## config.mk

```make
export PLATFORM = sky130hd
export DESIGN_NAME = thermistor_piecewise_poly_linearizer_flat
export DESIGN_NICKNAME = d
export VERILOG_FILES = /design/src/hw/rtl/tppl_pkg.sv /design/src/hw/rtl/tppl_if.sv /design/src/hw/rtl/tppl_seq.sv /design/src/hw/rtl/tppl_datapath.sv /design/src/hw/rtl/thermistor_piecewise_poly_linearizer.sv /design/src/flat_wrapper.sv
export SDC_FILE = /design/constraint.sdc
export NUM_CORES = 2
export LEC_CHECK = 0
export ABC_CLOCK_PERIOD_IN_PS = 19700
export CORE_MARGIN = 1
export CORE_UTILIZATION = 35
export DETAILED_ROUTE_END_ITERATION = 16
export DONT_BUFFER_PORTS = 1
export GPL_TIMING_DRIVEN = 0
export PLACE_DENSITY = 0.55
export RECOVER_POWER = 50
export SLEW_MARGIN = 20
export SYNTH_ARGS = -nofsm -noshare
export SYNTH_HDL_FRONTEND = slang
export SYNTH_SLANG_ARGS = --single-unit
export TNS_END_PERCENT = 50
```

## constraint.sdc

```tcl
create_clock -name clk -period 19.7 [get_ports clk]
set_input_delay 5.91 -clock clk [delete_from_list [all_inputs] [get_ports clk]]
set_output_delay 5.91 -clock clk [all_outputs]
set_load 0.02 [all_outputs]
```

## src/hw/rtl/tppl_pkg.sv

```systemverilog
// Shared types, widths, codes and coefficient tables of the thermistor linearizer.
package tppl_pkg;

    localparam int CODE_W        = 16;
    localparam int VPC_W         = 16;
    localparam int TEMP_W        = 16;
    localparam int V_W           = 18;
    localparam int VB_W          = V_W + 1;
    localparam int ACC_W         = 36;
    localparam int PROD_W        = ACC_W + VB_W;
    localparam int COEF_W        = 31;
    localparam int FRAC_BITS     = 16;
    localparam int OUT_SHIFT     = 8;
    localparam int NUM_TERMS     = 5;
    localparam int NUM_SEGS      = 4;
    localparam int SEG_W         = 2;
    localparam int STEP_W        = 3;
    localparam int NUM_CHANNELS_DEF = 2;
    localparam int TEMP_MAX      = 32767;
    localparam int TEMP_MIN      = -32768;

    localparam logic [VPC_W-1:0] VPC_RESET = 16'd1049;

    localparam logic [V_W-1:0] VOLT_MAX = 18'h3FFFF;
    localparam logic [V_W-1:0] BREAK1   = 18'd51156;
    localparam logic [V_W-1:0] BREAK2   = 18'd103461;
    localparam logic [V_W-1:0] BREAK3   = 18'd128716;

    localparam logic [2:0] OP_NONE   = 3'd0;
    localparam logic [2:0] OP_LOAD   = 3'd1;
    localparam logic [2:0] OP_SCALE  = 3'd2;
    localparam logic [2:0] OP_SELECT = 3'd3;
    localparam logic [2:0] OP_MUL    = 3'd4;
    localparam logic [2:0] OP_ADD    = 3'd5;
    localparam logic [2:0] OP_FINAL  = 3'd6;

    localparam logic [STEP_W-1:0] LAST_STEP = STEP_W'(NUM_TERMS - 1);

    typedef logic signed [COEF_W-1:0] coef_t;

    typedef struct packed {
        logic [2:0]        op;
        logic [STEP_W-1:0] step;
    } ctrl_t;

    typedef struct packed {
        logic signed [TEMP_W-1:0] temperature;
        logic                     held;
        logic                     sat;
    } res_t;

    // Segment polynomial coefficients in Q.16, highest power first.
    localparam coef_t SEG_COEF [NUM_SEGS][NUM_TERMS] = '{
        '{-31'sd4594074, 31'sd12622234, -31'sd13775667, 31'sd10092544, -31'sd3781427},
        '{31'sd595853, -31'sd1660682, 31'sd1602355, 31'sd2338980, -31'sd2232812},
        '{31'sd31214797, -31'sd205848576, 31'sd513409024, -31'sd568918016,
          31'sd237240320},
        '{31'sd0, 31'sd0, 31'sd56308531, -31'sd210960384, 31'sd202440704}
    };

endpackage

```

## src/hw/rtl/tppl_if.sv

```systemverilog
// Valid/ready channel interfaces for samples, results and the configuration write.
interface tppl_in_if;
    logic                                 valid;
    logic                                 ready;
    logic signed [tppl_pkg::CODE_W-1:0]   adc_code;
    logic                                 sensor_channel;

    modport source (output valid, output adc_code, output sensor_channel, input ready);
    modport sink (input valid, input adc_code, input sensor_channel, output ready);
endinterface

interface tppl_out_if;
    logic                                 valid;
    logic                                 ready;
    logic signed [tppl_pkg::TEMP_W-1:0]   temperature_q8_8;
    logic                                 held_previous;
    logic                                 saturated;

    modport source (output valid, output temperature_q8_8, output held_previous,
                    output saturated, input ready);
    modport sink (input valid, input temperature_q8_8, input held_previous,
                  input saturated, output ready);
endinterface

interface tppl_cfg_if;
    logic                               valid;
    logic                               ready;
    logic [tppl_pkg::VPC_W-1:0]         data;

    modport source (output valid, output data, input ready);
    modport sink (input valid, input data, output ready);
endinterface

```

## src/hw/rtl/tppl_seq.sv

```systemverilog
// Sequencer that steps the shared multiplier through scaling and Horner evaluation.
module tppl_seq
(
    input  logic                  clk,
    input  logic                  rst_n,
    input  logic                  in_fire,
    input  logic                  held,
    input  logic                  out_free,
    output logic                  in_ready,
    output tppl_pkg::ctrl_t       ctrl
);

    localparam logic [2:0] S_IDLE   = 3'd0;
    localparam logic [2:0] S_SCALE  = 3'd1;
    localparam logic [2:0] S_SELECT = 3'd2;
    localparam logic [2:0] S_MUL    = 3'd3;
    localparam logic [2:0] S_ADD    = 3'd4;
    localparam logic [2:0] S_FINAL  = 3'd5;

    logic [2:0]                    state_reg;
    logic [2:0]                    state_next;
    logic [tppl_pkg::STEP_W-1:0]   step_reg;
    logic [tppl_pkg::STEP_W-1:0]   step_next;

    always_comb
    begin
        state_next = state_reg;
        step_next  = step_reg;
        ctrl.op    = tppl_pkg::OP_NONE;
        ctrl.step  = step_reg;
        case (state_reg)
            S_IDLE:
            begin
                if (in_fire)
                begin
                    ctrl.op    = tppl_pkg::OP_LOAD;
                    state_next = S_SCALE;
                end
            end
            S_SCALE:
            begin
                ctrl.op    = tppl_pkg::OP_SCALE;
                state_next = S_SELECT;
            end
            S_SELECT:
            begin
                ctrl.op    = tppl_pkg::OP_SELECT;
                step_next  = tppl_pkg::STEP_W'(1);
                state_next = held ? S_FINAL : S_MUL;
            end
            S_MUL:
            begin
                ctrl.op    = tppl_pkg::OP_MUL;
                state_next = S_ADD;
            end
            S_ADD:
            begin
                ctrl.op = tppl_pkg::OP_ADD;
                if (step_reg == tppl_pkg::LAST_STEP)
                begin
                    state_next = S_FINAL;
                end
                else
                begin
                    step_next  = step_reg + tppl_pkg::STEP_W'(1);
                    state_next = S_MUL;
                end
            end
            S_FINAL:
            begin
                if (out_free)
                begin
                    ctrl.op    = tppl_pkg::OP_FINAL;
                    state_next = S_IDLE;
                end
            end
            default:
            begin
                state_next = S_IDLE;
            end
        endcase
    end

    always_ff @(posedge clk or negedge rst_n)
    begin
        if (!rst_n)
        begin
            state_reg <= S_IDLE;
            step_reg  <= '0;
        end
        else
        begin
            state_reg <= state_next;
            step_reg  <= step_next;
        end
    end

    assign in_ready = (state_reg == S_IDLE);

    a_step_in_range: assert property (@(posedge clk) disable iff (!rst_n)
        (state_reg == S_ADD) |-> (step_reg >= tppl_pkg::STEP_W'(1)
                                  && step_reg <= tppl_pkg::LAST_STEP))
        else $error("Horner step counter out of range");

    a_add_after_mul: assert property (@(posedge clk) disable iff (!rst_n)
        (state_reg == S_ADD) |-> ($past(state_reg) == S_MUL))
        else $error("Accumulate step without a preceding multiply");

    a_held_short_path: assert property (@(posedge clk) disable iff (!rst_n)
        (state_reg == S_SELECT && held) |=> (state_reg == S_FINAL))
        else $error("Held sample did not skip the polynomial");

endmodule

```

## src/hw/rtl/tppl_datapath.sv

```systemverilog
// Shared multiplier datapath: voltage scaling, segment choice, Horner steps and saturation.
module tppl_datapath
#(
    parameter int NUM_CHANNELS = tppl_pkg::NUM_CHANNELS_DEF
)
(
    input  logic                               clk,
    input  logic                               rst_n,
    input  tppl_pkg::ctrl_t                    ctrl,
    input  logic signed [tppl_pkg::CODE_W-1:0] in_code,
    input  logic                               in_channel,
    input  logic [tppl_pkg::VPC_W-1:0]         vpc,
    output logic                               held,
    output tppl_pkg::res_t                     res
);

    localparam int CH_W = (NUM_CHANNELS > 1) ? $clog2(NUM_CHANNELS) : 1;

    logic signed [tppl_pkg::CODE_W-1:0]  code_reg;
    logic [CH_W-1:0]                     ch_reg;
    logic signed [tppl_pkg::PROD_W-1:0]  prod_reg;
    logic [tppl_pkg::V_W-1:0]            v_reg;
    logic [tppl_pkg::SEG_W-1:0]          seg_reg;
    logic signed [tppl_pkg::ACC_W-1:0]   acc_reg;
    logic                                held_reg;
    logic signed [tppl_pkg::TEMP_W-1:0]  last_reg [NUM_CHANNELS];

    logic signed [tppl_pkg::ACC_W-1:0]   mul_a;
    logic signed [tppl_pkg::VB_W-1:0]    mul_b;
    logic signed [tppl_pkg::PROD_W-1:0]  prod_next;
    logic [tppl_pkg::V_W-1:0]            v_sel;
    logic [tppl_pkg::SEG_W-1:0]          seg_sel;
    logic signed [tppl_pkg::PROD_W-1:0]  prod_rnd;
    logic signed [tppl_pkg::PROD_W-1:0]  prod_shr;
    logic signed [tppl_pkg::ACC_W-1:0]   acc_next;
    logic signed [tppl_pkg::ACC_W-1:0]   acc_rnd;
    logic signed [tppl_pkg::ACC_W-1:0]   t_full;
    logic                                t_hi;
    logic                                t_lo;

    // The one multiplier serves both the code scaling and every Horner step.
    always_comb
    begin
        if (ctrl.op == tppl_pkg::OP_SCALE)
        begin
            mul_a = tppl_pkg::ACC_W'(code_reg);
            mul_b = signed'({3'b000, vpc});
        end
        else
        begin
            mul_a = acc_reg;
            mul_b = signed'({1'b0, v_reg});
        end
    end

    assign prod_next = tppl_pkg::PROD_W'(mul_a) * tppl_pkg::PROD_W'(mul_b);

    assign held = prod_reg[tppl_pkg::PROD_W-1];

    always_comb
    begin
        if (prod_reg[tppl_pkg::PROD_W-2:tppl_pkg::V_W+tppl_pkg::OUT_SHIFT] != '0)
        begin
            v_sel = tppl_pkg::VOLT_MAX;
        end
        else
        begin
            v_sel = prod_reg[tppl_pkg::V_W+tppl_pkg::OUT_SHIFT-1:tppl_pkg::OUT_SHIFT];
        end
        if (v_sel <= tppl_pkg::BREAK1)
        begin
            seg_sel = 2'd0;
        end
        else if (v_sel <= tppl_pkg::BREAK2)
        begin
            seg_sel = 2'd1;
        end
        else if (v_sel <= tppl_pkg::BREAK3)
        begin
            seg_sel = 2'd2;
        end
        else
        begin
            seg_sel = 2'd3;
        end
    end

    assign prod_rnd = prod_reg
                      + (tppl_pkg::PROD_W'(1) <<< (tppl_pkg::FRAC_BITS - 1));
    assign prod_shr = prod_rnd >>> tppl_pkg::FRAC_BITS;
    assign acc_next = prod_shr[tppl_pkg::ACC_W-1:0]
                      + tppl_pkg::ACC_W'(tppl_pkg::SEG_COEF[seg_reg][ctrl.step]);

    assign acc_rnd = acc_reg + (tppl_pkg::ACC_W'(1) <<< (tppl_pkg::OUT_SHIFT - 1));
    assign t_full  = acc_rnd >>> tppl_pkg::OUT_SHIFT;
    assign t_hi    = (t_full > tppl_pkg::ACC_W'(tppl_pkg::TEMP_MAX));
    assign t_lo    = (t_full < tppl_pkg::ACC_W'(tppl_pkg::TEMP_MIN));

    always_comb
    begin
        res.held = held_reg;
        res.sat  = 1'b0;
        if (held_reg)
        begin
            res.temperature = last_reg[ch_reg];
        end
        else if (t_hi)
        begin
            res.temperature = tppl_pkg::TEMP_W'(tppl_pkg::TEMP_MAX);
            res.sat         = 1'b1;
        end
        else if (t_lo)
        begin
            res.temperature = tppl_pkg::TEMP_W'(tppl_pkg::TEMP_MIN);
            res.sat         = 1'b1;
        end
        else
        begin
            res.temperature = t_full[tppl_pkg::TEMP_W-1:0];
        end
    end

    always_ff @(posedge clk)
    begin
        case (ctrl.op)
            tppl_pkg::OP_LOAD:
            begin
                code_reg <= in_code;
                ch_reg   <= (NUM_CHANNELS == 1) ? '0 : CH_W'(in_channel);
            end
            tppl_pkg::OP_SCALE, tppl_pkg::OP_MUL:
            begin
                prod_reg <= prod_next;
            end
            tppl_pkg::OP_SELECT:
            begin
                held_reg <= held;
                v_reg    <= v_sel;
                seg_reg  <= seg_sel;
                acc_reg  <= tppl_pkg::ACC_W'(tppl_pkg::SEG_COEF[seg_sel][0]);
            end
            tppl_pkg::OP_ADD:
            begin
                acc_reg <= acc_next;
            end
            default:
            begin
            end
        endcase
    end

    always_ff @(posedge clk or negedge rst_n)
    begin
        if (!rst_n)
        begin
            for (int i = 0; i < NUM_CHANNELS; i++)
            begin
                last_reg[i] <= '0;
            end
        end
        else if (ctrl.op == tppl_pkg::OP_FINAL && !held_reg)
        begin
            last_reg[ch_reg] <= res.temperature;
        end
    end

endmodule

```

## src/hw/rtl/thermistor_piecewise_poly_linearizer.sv

```systemverilog
// Top level of the thermistor linearizer: channels, configuration register and result register.
//
// The sample channel carries a signed 16-bit converter code and a sensor channel
// number; the result channel returns the temperature in signed Q8.8 degrees Celsius
// with a held flag and a saturation flag. The cfg channel writes the volts-per-code
// factor in Q0.24 and is always ready; write it only while no sample is in flight.
// Each sample is scaled to volts, matched to one of four polynomial segments and
// evaluated by Horner steps on a single shared multiplier, a multiply step and an
// accumulate step for each coefficient after the first. The sequencer runs LOAD,
// SCALE, SELECT, the MUL/ADD pairs and FINAL, which loads the result register; a
// negative voltage goes from SELECT straight to FINAL and returns the channel's last
// value. A new sample is taken only while the sequencer is idle after FINAL.
// The result register holds its transfer until the receiver takes it; a finished
// sample waits in the sequencer while the register is full, and a new sample can
// be taken while the last result still waits. Reset restores the factor to 1049,
// clears every channel's last temperature to zero and empties the result register.
module thermistor_piecewise_poly_linearizer
#(
    parameter int NUM_CHANNELS = tppl_pkg::NUM_CHANNELS_DEF
)
(
    input  logic             clk,
    input  logic             rst_n,
    tppl_in_if.sink          sample,
    tppl_out_if.source       result,
    tppl_cfg_if.sink         cfg
);

    logic [tppl_pkg::VPC_W-1:0]          vpc_reg;
    logic                                out_valid_reg;
    logic signed [tppl_pkg::TEMP_W-1:0]  temp_reg;
    logic                                held_out_reg;
    logic                                sat_reg;

    logic             in_fire;
    logic             in_ready;
    logic             out_free;
    logic             held;
    tppl_pkg::ctrl_t  ctrl;
    tppl_pkg::res_t   res;

    assign sample.ready = in_ready;
    assign in_fire      = sample.valid && in_ready;
    assign out_free     = !out_valid_reg || result.ready;
    assign cfg.ready    = 1'b1;

    tppl_seq u_seq
    (
        .clk      (clk),
        .rst_n    (rst_n),
        .in_fire  (in_fire),
        .held     (held),
        .out_free (out_free),
        .in_ready (in_ready),
        .ctrl     (ctrl)
    );

    tppl_datapath
    #(
        .NUM_CHANNELS (NUM_CHANNELS)
    )
    u_datapath
    (
        .clk        (clk),
        .rst_n      (rst_n),
        .ctrl       (ctrl),
        .in_code    (sample.adc_code),
        .in_channel (sample.sensor_channel),
        .vpc        (vpc_reg),
        .held       (held),
        .res        (res)
    );

    always_ff @(posedge clk or negedge rst_n)
    begin
        if (!rst_n)
        begin
            vpc_reg <= tppl_pkg::VPC_RESET;
        end
        else if (cfg.valid)
        begin
            vpc_reg <= cfg.data;
        end
    end

    always_ff @(posedge clk or negedge rst_n)
    begin
        if (!rst_n)
        begin
            out_valid_reg <= 1'b0;
        end
        else if (ctrl.op == tppl_pkg::OP_FINAL)
        begin
            out_valid_reg <= 1'b1;
        end
        else if (result.ready)
        begin
            out_valid_reg <= 1'b0;
        end
    end

    always_ff @(posedge clk)
    begin
        if (ctrl.op == tppl_pkg::OP_FINAL)
        begin
            temp_reg     <= res.temperature;
            held_out_reg <= res.held;
            sat_reg      <= res.sat;
        end
    end

    assign result.valid            = out_valid_reg;
    assign result.temperature_q8_8 = temp_reg;
    assign result.held_previous    = held_out_reg;
    assign result.saturated        = sat_reg;

    a_busy_after_transfer: assert property (@(posedge clk) disable iff (!rst_n)
        in_fire |=> !sample.ready)
        else $error("Sample channel ready again right after a transfer");

    a_final_has_room: assert property (@(posedge clk) disable iff (!rst_n)
        (ctrl.op == tppl_pkg::OP_FINAL) |-> out_free)
        else $error("Result loaded over an untaken result");

    a_held_not_sat: assert property (@(posedge clk) disable iff (!rst_n)
        (result.valid && result.held_previous) |-> !result.saturated)
        else $error("Held result flagged as saturated");

    a_sat_at_limit: assert property (@(posedge clk) disable iff (!rst_n)
        (result.valid && result.saturated)
        |-> (result.temperature_q8_8 == tppl_pkg::TEMP_W'(tppl_pkg::TEMP_MAX)
             || result.temperature_q8_8 == tppl_pkg::TEMP_W'(tppl_pkg::TEMP_MIN)))
        else $error("Saturated result not at a range limit");

endmodule

```

## src/flat_wrapper.sv

```systemverilog
// flat-port wrapper written by rule: the top's interface ports become plain ports
module thermistor_piecewise_poly_linearizer_flat 
#(
    parameter int NUM_CHANNELS = tppl_pkg::NUM_CHANNELS_DEF
)
  (clk, rst_n, sample_valid, sample_adc_code, sample_sensor_channel, sample_ready, result_valid, result_temperature_q8_8, result_held_previous, result_saturated, result_ready, cfg_valid, cfg_data, cfg_ready);
  tppl_in_if sample_i ();
  tppl_out_if result_i ();
  tppl_cfg_if cfg_i ();
  input  logic clk;
  input  logic rst_n;
  input wire logic [$bits(sample_i.valid)-1:0] sample_valid;
  input wire logic [$bits(sample_i.adc_code)-1:0] sample_adc_code;
  input wire logic [$bits(sample_i.sensor_channel)-1:0] sample_sensor_channel;
  output wire logic [$bits(sample_i.ready)-1:0] sample_ready;
  output wire logic [$bits(result_i.valid)-1:0] result_valid;
  output wire logic [$bits(result_i.temperature_q8_8)-1:0] result_temperature_q8_8;
  output wire logic [$bits(result_i.held_previous)-1:0] result_held_previous;
  output wire logic [$bits(result_i.saturated)-1:0] result_saturated;
  input wire logic [$bits(result_i.ready)-1:0] result_ready;
  input wire logic [$bits(cfg_i.valid)-1:0] cfg_valid;
  input wire logic [$bits(cfg_i.data)-1:0] cfg_data;
  output wire logic [$bits(cfg_i.ready)-1:0] cfg_ready;
  assign sample_i.valid = sample_valid;
  assign sample_i.adc_code = sample_adc_code;
  assign sample_i.sensor_channel = sample_sensor_channel;
  assign sample_ready = sample_i.ready;
  assign result_valid = result_i.valid;
  assign result_temperature_q8_8 = result_i.temperature_q8_8;
  assign result_held_previous = result_i.held_previous;
  assign result_saturated = result_i.saturated;
  assign result_i.ready = result_ready;
  assign cfg_i.valid = cfg_valid;
  assign cfg_i.data = cfg_data;
  assign cfg_ready = cfg_i.ready;
  thermistor_piecewise_poly_linearizer #(.NUM_CHANNELS(NUM_CHANNELS)) u_core (.clk(clk), .rst_n(rst_n), .sample(sample_i), .result(result_i), .cfg(cfg_i));
endmodule
```

## After elaboration in Yosys (flattened, before gate mapping)

Cells that the tools add are included.

- Add/subtract/negate cells: 4
- Multiply operators: 1
- Div/mod/pow operators: 0
- Order comparisons: 10
- Eq/ne operators: 15
- Shift operators: 0
- Muxes and demuxes: 39
- Bitwise operators: 4
- Reduce and logical (&&, ||, !) cells: 14

Operators by type and width:

| cell | number |
|---|---|
| 155-bit binary-select mux with 2-bit select | 2 |
| 155-bit two-way mux | 4 |
| 16-bit two-way mux | 7 |
| 31-bit binary-select mux with 3-bit select | 1 |
| 36-bit case mux with 2 select lines | 1 |
| 31-bit two-way mux | 2 |
| 36-bit by 19-bit multiplier with 55-bit output | 1 |
| 52-bit by 17-bit adder with 52-bit output, second input constant | 1 |
| 36-bit adder | 1 |
| 36-bit by 9-bit adder with 36-bit output, second input constant | 1 |
| 18-bit by 17-bit less-or-equal comparator with 1-bit output, second input constant | 2 |
| 18-bit two-way mux | 2 |
| 36-bit two-way mux | 1 |
| 3-bit case mux with 6 select lines | 2 |
| 32-bit bitwise mux | 1 |
| 28-bit by 16-bit > comparator with 1-bit output, second input constant | 1 |
| 28-bit by 16-bit less-than comparator with 1-bit output, second input constant | 1 |
| 28-bit nonzero test | 1 |
| 3-bit equality test, second input constant | 6 |
| 18-bit by 16-bit less-or-equal comparator with 1-bit output, second input constant | 1 |
| 3-bit two-way mux | 6 |
| 16-bit demux with 1-bit select | 1 |
| 3-bit by 2-bit equality test with 1-bit output, second input constant | 4 |
| 3-bit by 1-bit equality test with 1-bit output, second input constant | 2 |
| 20 further kinds | 35 |

- Bits in registers: 202
- Latch bits: 0
- Memory bits (writable): 0
- Bits in read-only memories: 0
- Input port bits: 38
- Output and inout port bits: 21
- Memories kept: 0

## Longest topological paths before layout

- Word-level depth: 11
- Gate-level depth with buffers: 31
- Mapped depth without buffers: 28

## By module

Synthesis repeated with hierarchy kept, for this count alone.

- Cells, all modules: 3856
- Area total of the unflattened synthesis: 34538.1 µm²

Modules (own cells, without submodules):

| module | instances | cells each | area each (µm²) | seq. area each (µm²) |
|---|---|---|---|---|
| tppl_datapath | 1 | 3749 | 32846.5 | 4434.3 |
| thermistor_piecewise_poly_linearizer | 1 | 60 | 1256.2 | 970.9 |
| tppl_seq | 1 | 47 | 435.4 | 150.1 |

## Worst setup path after synthesis

No wires, ideal clock.

- Path kind: flip-flop to flip-flop
- Start: reg u_core.u_seq.state_reg[2]
- End: reg u_core.u_datapath.prod_reg[40] (netlist bit) (data pin)
- Library setup time: 0.265 ns
- Arrival time: 9.344 ns
- Required time: 19.435 ns
- Slack: 10.091 ns
- Cell stages (with the launch flop): 28
- Buffers on the path: 3
- Cells stage by stage: dfrtp_1 -> buf_2 -> nor2b_1 -> nand2b_1 -> clkbuf_1 -> buf_1 -> a21oi_1 -> nor2_1 -> fa_1 -> fa_1 -> inv_1 -> fa_1 -> inv_1 -> fa_1 -> fa_1 -> inv_1 -> fa_1 -> inv_1 -> ha_1 -> a21oi_1 -> o21ai_0 -> a2111oi_0 -> o21ai_0 -> a31oi_1 -> a21oi_1 -> a21oi_1 -> o21ai_0 -> xor2_1

- Cells in the longest elaborated chain, start to end: 7
- Elaborated cells on any way between the ends: 13

RTL lines:

| what | line | source |
|---|---|---|
| from (decl) | tppl_seq.sv:20 | `logic [2:0] state_reg;` |
| from (signal assigned) | tppl_seq.sv:93 | `state_reg <= state_next;` |
| 3-bit zero test | tppl_seq.sv:31, tppl_seq.sv:98 |  |
| 1-bit logical AND | thermistor_piecewise_poly_linearizer.sv:43 | `assign in_fire = sample.valid && in_ready;` |
| 1-bit two-way mux | tppl_seq.sv:34 | `if (in_fire)` |
| 3-bit case mux with 6 select lines (*) | tppl_seq.sv:31 | `case (state_reg)` |
| 3-bit by 2-bit equality test with 1-bit output (*) | tppl_datapath.sv:44 | `if (ctrl.op == tppl_pkg::OP_SCALE)` |
| 36-bit two-way mux or 18-bit two-way mux (tied branches) | tppl_datapath.sv:44 |  |
| 36-bit by 19-bit multiplier with 55-bit output (*) | tppl_datapath.sv:56 | `assign prod_next = tppl_pkg::PROD_W'(mul_a) * tppl_pkg::PROD_W'(mul_b);` |
| via u_core.u_datapath.prod_next, one bit | tppl_datapath.sv:30 | `logic signed [tppl_pkg::PROD_W-1:0] prod_next;` |
| to (signal assigned) | tppl_datapath.sv:133 | `prod_reg <= prod_next;` |
| to (decl) | tppl_datapath.sv:21 | `logic signed [tppl_pkg::PROD_W-1:0] prod_reg;` |

The timed path passes the listed nets; every way through them passes the cells marked *.
A chain may end at the register's enable or synchronous reset.

## Worst setup path after layout

- Start: reg u_core.u_seq.state_reg[2]
- End: reg u_core.u_datapath.prod_reg[54] (netlist bit) (data pin)

The elaborated chain is that of the path after synthesis.

==> results.ini <==
[global_routing]
gr-usage-all-layers_pct = 23.9
grt_max_degree = 56
grt_pass1_wl_um = 175000
grt_pass1_vias = 28100
grt_overflow = 0
antenna_found_initial = 6

[sta]
fmax_mhz = 87.3
clock_skew_ns = 0.0307
setup_viol = 0
rsz0062_at_grt = false
finalSetupTns_ns = 0
post-route-period-util_pct = 58.1
finalHoldViolations = 0
tightest_slew_ns = 2.68
relSlewSlack_pct = -78.8
finalCriticalPeriod_ns = 11.45
drv_slew = 68

[synthesis]
postSynthAreaPerCell_um2 = 8.88
ys.flop_type = edfxtp_1
async_flop_share_pct = 28.4
synth_top_area_cell = fa_1
synth_area_leaders = fa_1, edfxtp_1, inv_1
synth_edf_count = 139
ys_seq_area_share_pct = 16.1
synth_area_um2 = 34500
synth_seq_cells = 194
synth_top_area_share_pct = 36.0
syn-instance-count = 3884
yosysWarnings = 0
synth.most_common_cell = inv_1
ys_types = 81
synthTopCellsByCount = inv_1, fa_1, nand2_1, nor2_1, ha_1
synth.net_count = 4725

[clocking]
cts-root-buf = clkbuf_16
cts_tree = built
path_clk_slew_ns = 0.08
cts.path.max_buffers = 2
cts_hold_repair.buffers = 0
insertion_delay_ns = 0.48
cts_setup_buffers = 0
cts_buffers = 17
clock_sinks = 194
h-tree-depth = 4
post_cts.resized_instances = 0

[setup_path]
worstPathRequired_ns = 19.88
start_kind = flip-flop
crit_path_max_incr_delay_ns = 0.86
end_kind = flip-flop
cpMostUsedCell = fa_1
path_max_fanout = 10
cp_slowest_cell = a2111oi_0
crit_type = flip-flop to flip-flop
arrival_ns = 11.63

[final_layout]
final_util_pct = 38.0
syn2layout_area_growth_pct = 7.02
fillers = 10000
multi_input_area_um2 = 25200
ff_latch_area_um2 = 5560
drive_gt1_share_pct = 3.11
nNetsFinal = 4755
design_area_um2 = 36900
largest_reg_flops = 47
finalNonFillerCells = 5207

[placement]
portBuffers = 0
dpl.cell_count = 5171
place_area_um2 = 36400
gp_congestion = 0.985
dp_hpwl_um = 98300

[route]
ant_nets = 0
first_pass_iters = 5
vias = 27400
vias_per_cell = 5.25
routedWlPerCell_um = 22.3
drtIter0Drc = 2268
drc = 0
wirelength_um = 116000

[floorplan]
dieArea_um2 = 99800
initial_core_util_pct = 35.5
row_count = 114
fp.coreArea_um2 = 97100
dieHeight_um = 316
dieWidth_um = 316
io_pins = 59

[worst_hold_path]
hold_path.class = flip-flop to flip-flop

[outcome]
violations = capacitance limit, slew limit
status = complete, but fails checks

[run]
maxCapViolations = 3

## worst max-delay path: cells and delay by family (launching register included)
| kind | cells | cell delay, ns |
|---|---|---|
| buf+inv | 10 | 2.48 |
| compound gates | 8 | 3.37 |
| simple gates | 5 | 1.55 |
| fa+ha+maj | 7 | 3.35 |
| flops | 1 | 0.36 |
## stage by stage
stage / hold slack (ns) / worst slack, ns
6_report: 0.485 / 8.25
5_1_grt: 0.510 / 7.82
4_1_cts: 0.488 / 8.36
3_5_place_dp: 0.471 / 8.41
3_3_place_gp: 0.458 / 5.29
2_1_floorplan: 0.444 / 10.09
## cells by family (layout without fill, tap and decap cells)
logic type	after synthesis	in the layout	share of synthesized area, %
simple gates	1179	1179	15.3
buf+inv	1001	1044	11.0
fa+ha+maj	803	803	42.6
compound gates	500	500	9.35
flops	194	194	16.1
xor+xnor	130	130	3.30
mux	76	76	2.29
other cells	1	5	0.0109
## worst paths after layout
path                       depth (start not counted)  slack, ns                        endpoint                           start
hold reg to reg                                    2       0.48  u_core.u_datapath.last_reg[29]  u_core.u_datapath.last_reg[29]
setup / recovery                                  30       8.25  u_core.u_datapath.prod_reg[54]       u_core.u_seq.state_reg[2]
hold / removal                                     2       0.48  u_core.u_datapath.last_reg[29]  u_core.u_datapath.last_reg[29]
setup reg to reg                                  30       8.25  u_core.u_datapath.prod_reg[54]       u_core.u_seq.state_reg[2]
min in group asynchronous                          0       5.12               u_core.vpc_reg[6]                           rst_n
max in group asynchronous                          0      14.37               u_core.vpc_reg[3]                           rst_n
## routing by layer
layer | vias to the layer above | global-route usage [%] | share of wire (%)
li1 | 12200 | - | -
met1 | 13900 | 32.4 | 42
met2 | 1066 | 37.0 | 45
met3 | 184 | 4.93 | 8.6
met4 | 2 | 9.82 | 4.5
met5 | - | 0 | 0.0095
## area by class of cell
type	instances	share of cell area [%]
Inverter	820	8.34
Multi-Input combinational cell	2689	68.4
Clock inverter	13	0.444
Sequential cell	194	15.0
Buffer	181	1.92
Tap cell	1276	4.32
Antenna cell	4	0.0271
Clock buffer	19	1.23
Timing Repair Buffer	11	0.302
## cells in the final DEF (no fill, tap or decap), types with 20 or more instances in the layout
master,n
a21o_1,63
ha_1,182
xor2_1,46
mux2_2,23
a211oi_1,24
fa_1,621
edfxtp_1,139
nand2_1,473
mux2i_1,37
nor2b_1,26
and2_1,20
o21ai_0,113
clkbuf_1,157
inv_1,820
a21oi_1,140
nand2b_1,34
dfrtp_1,51
and3_1,94
nand4_1,23
nand3_1,59
nor3_1,20
nor2_1,348
or3_1,26
xnor2_1,84
Power is left out: the tool's default activity adds up to more than one toggle a clock period on the data nets, which glitch-free logic cannot reach.
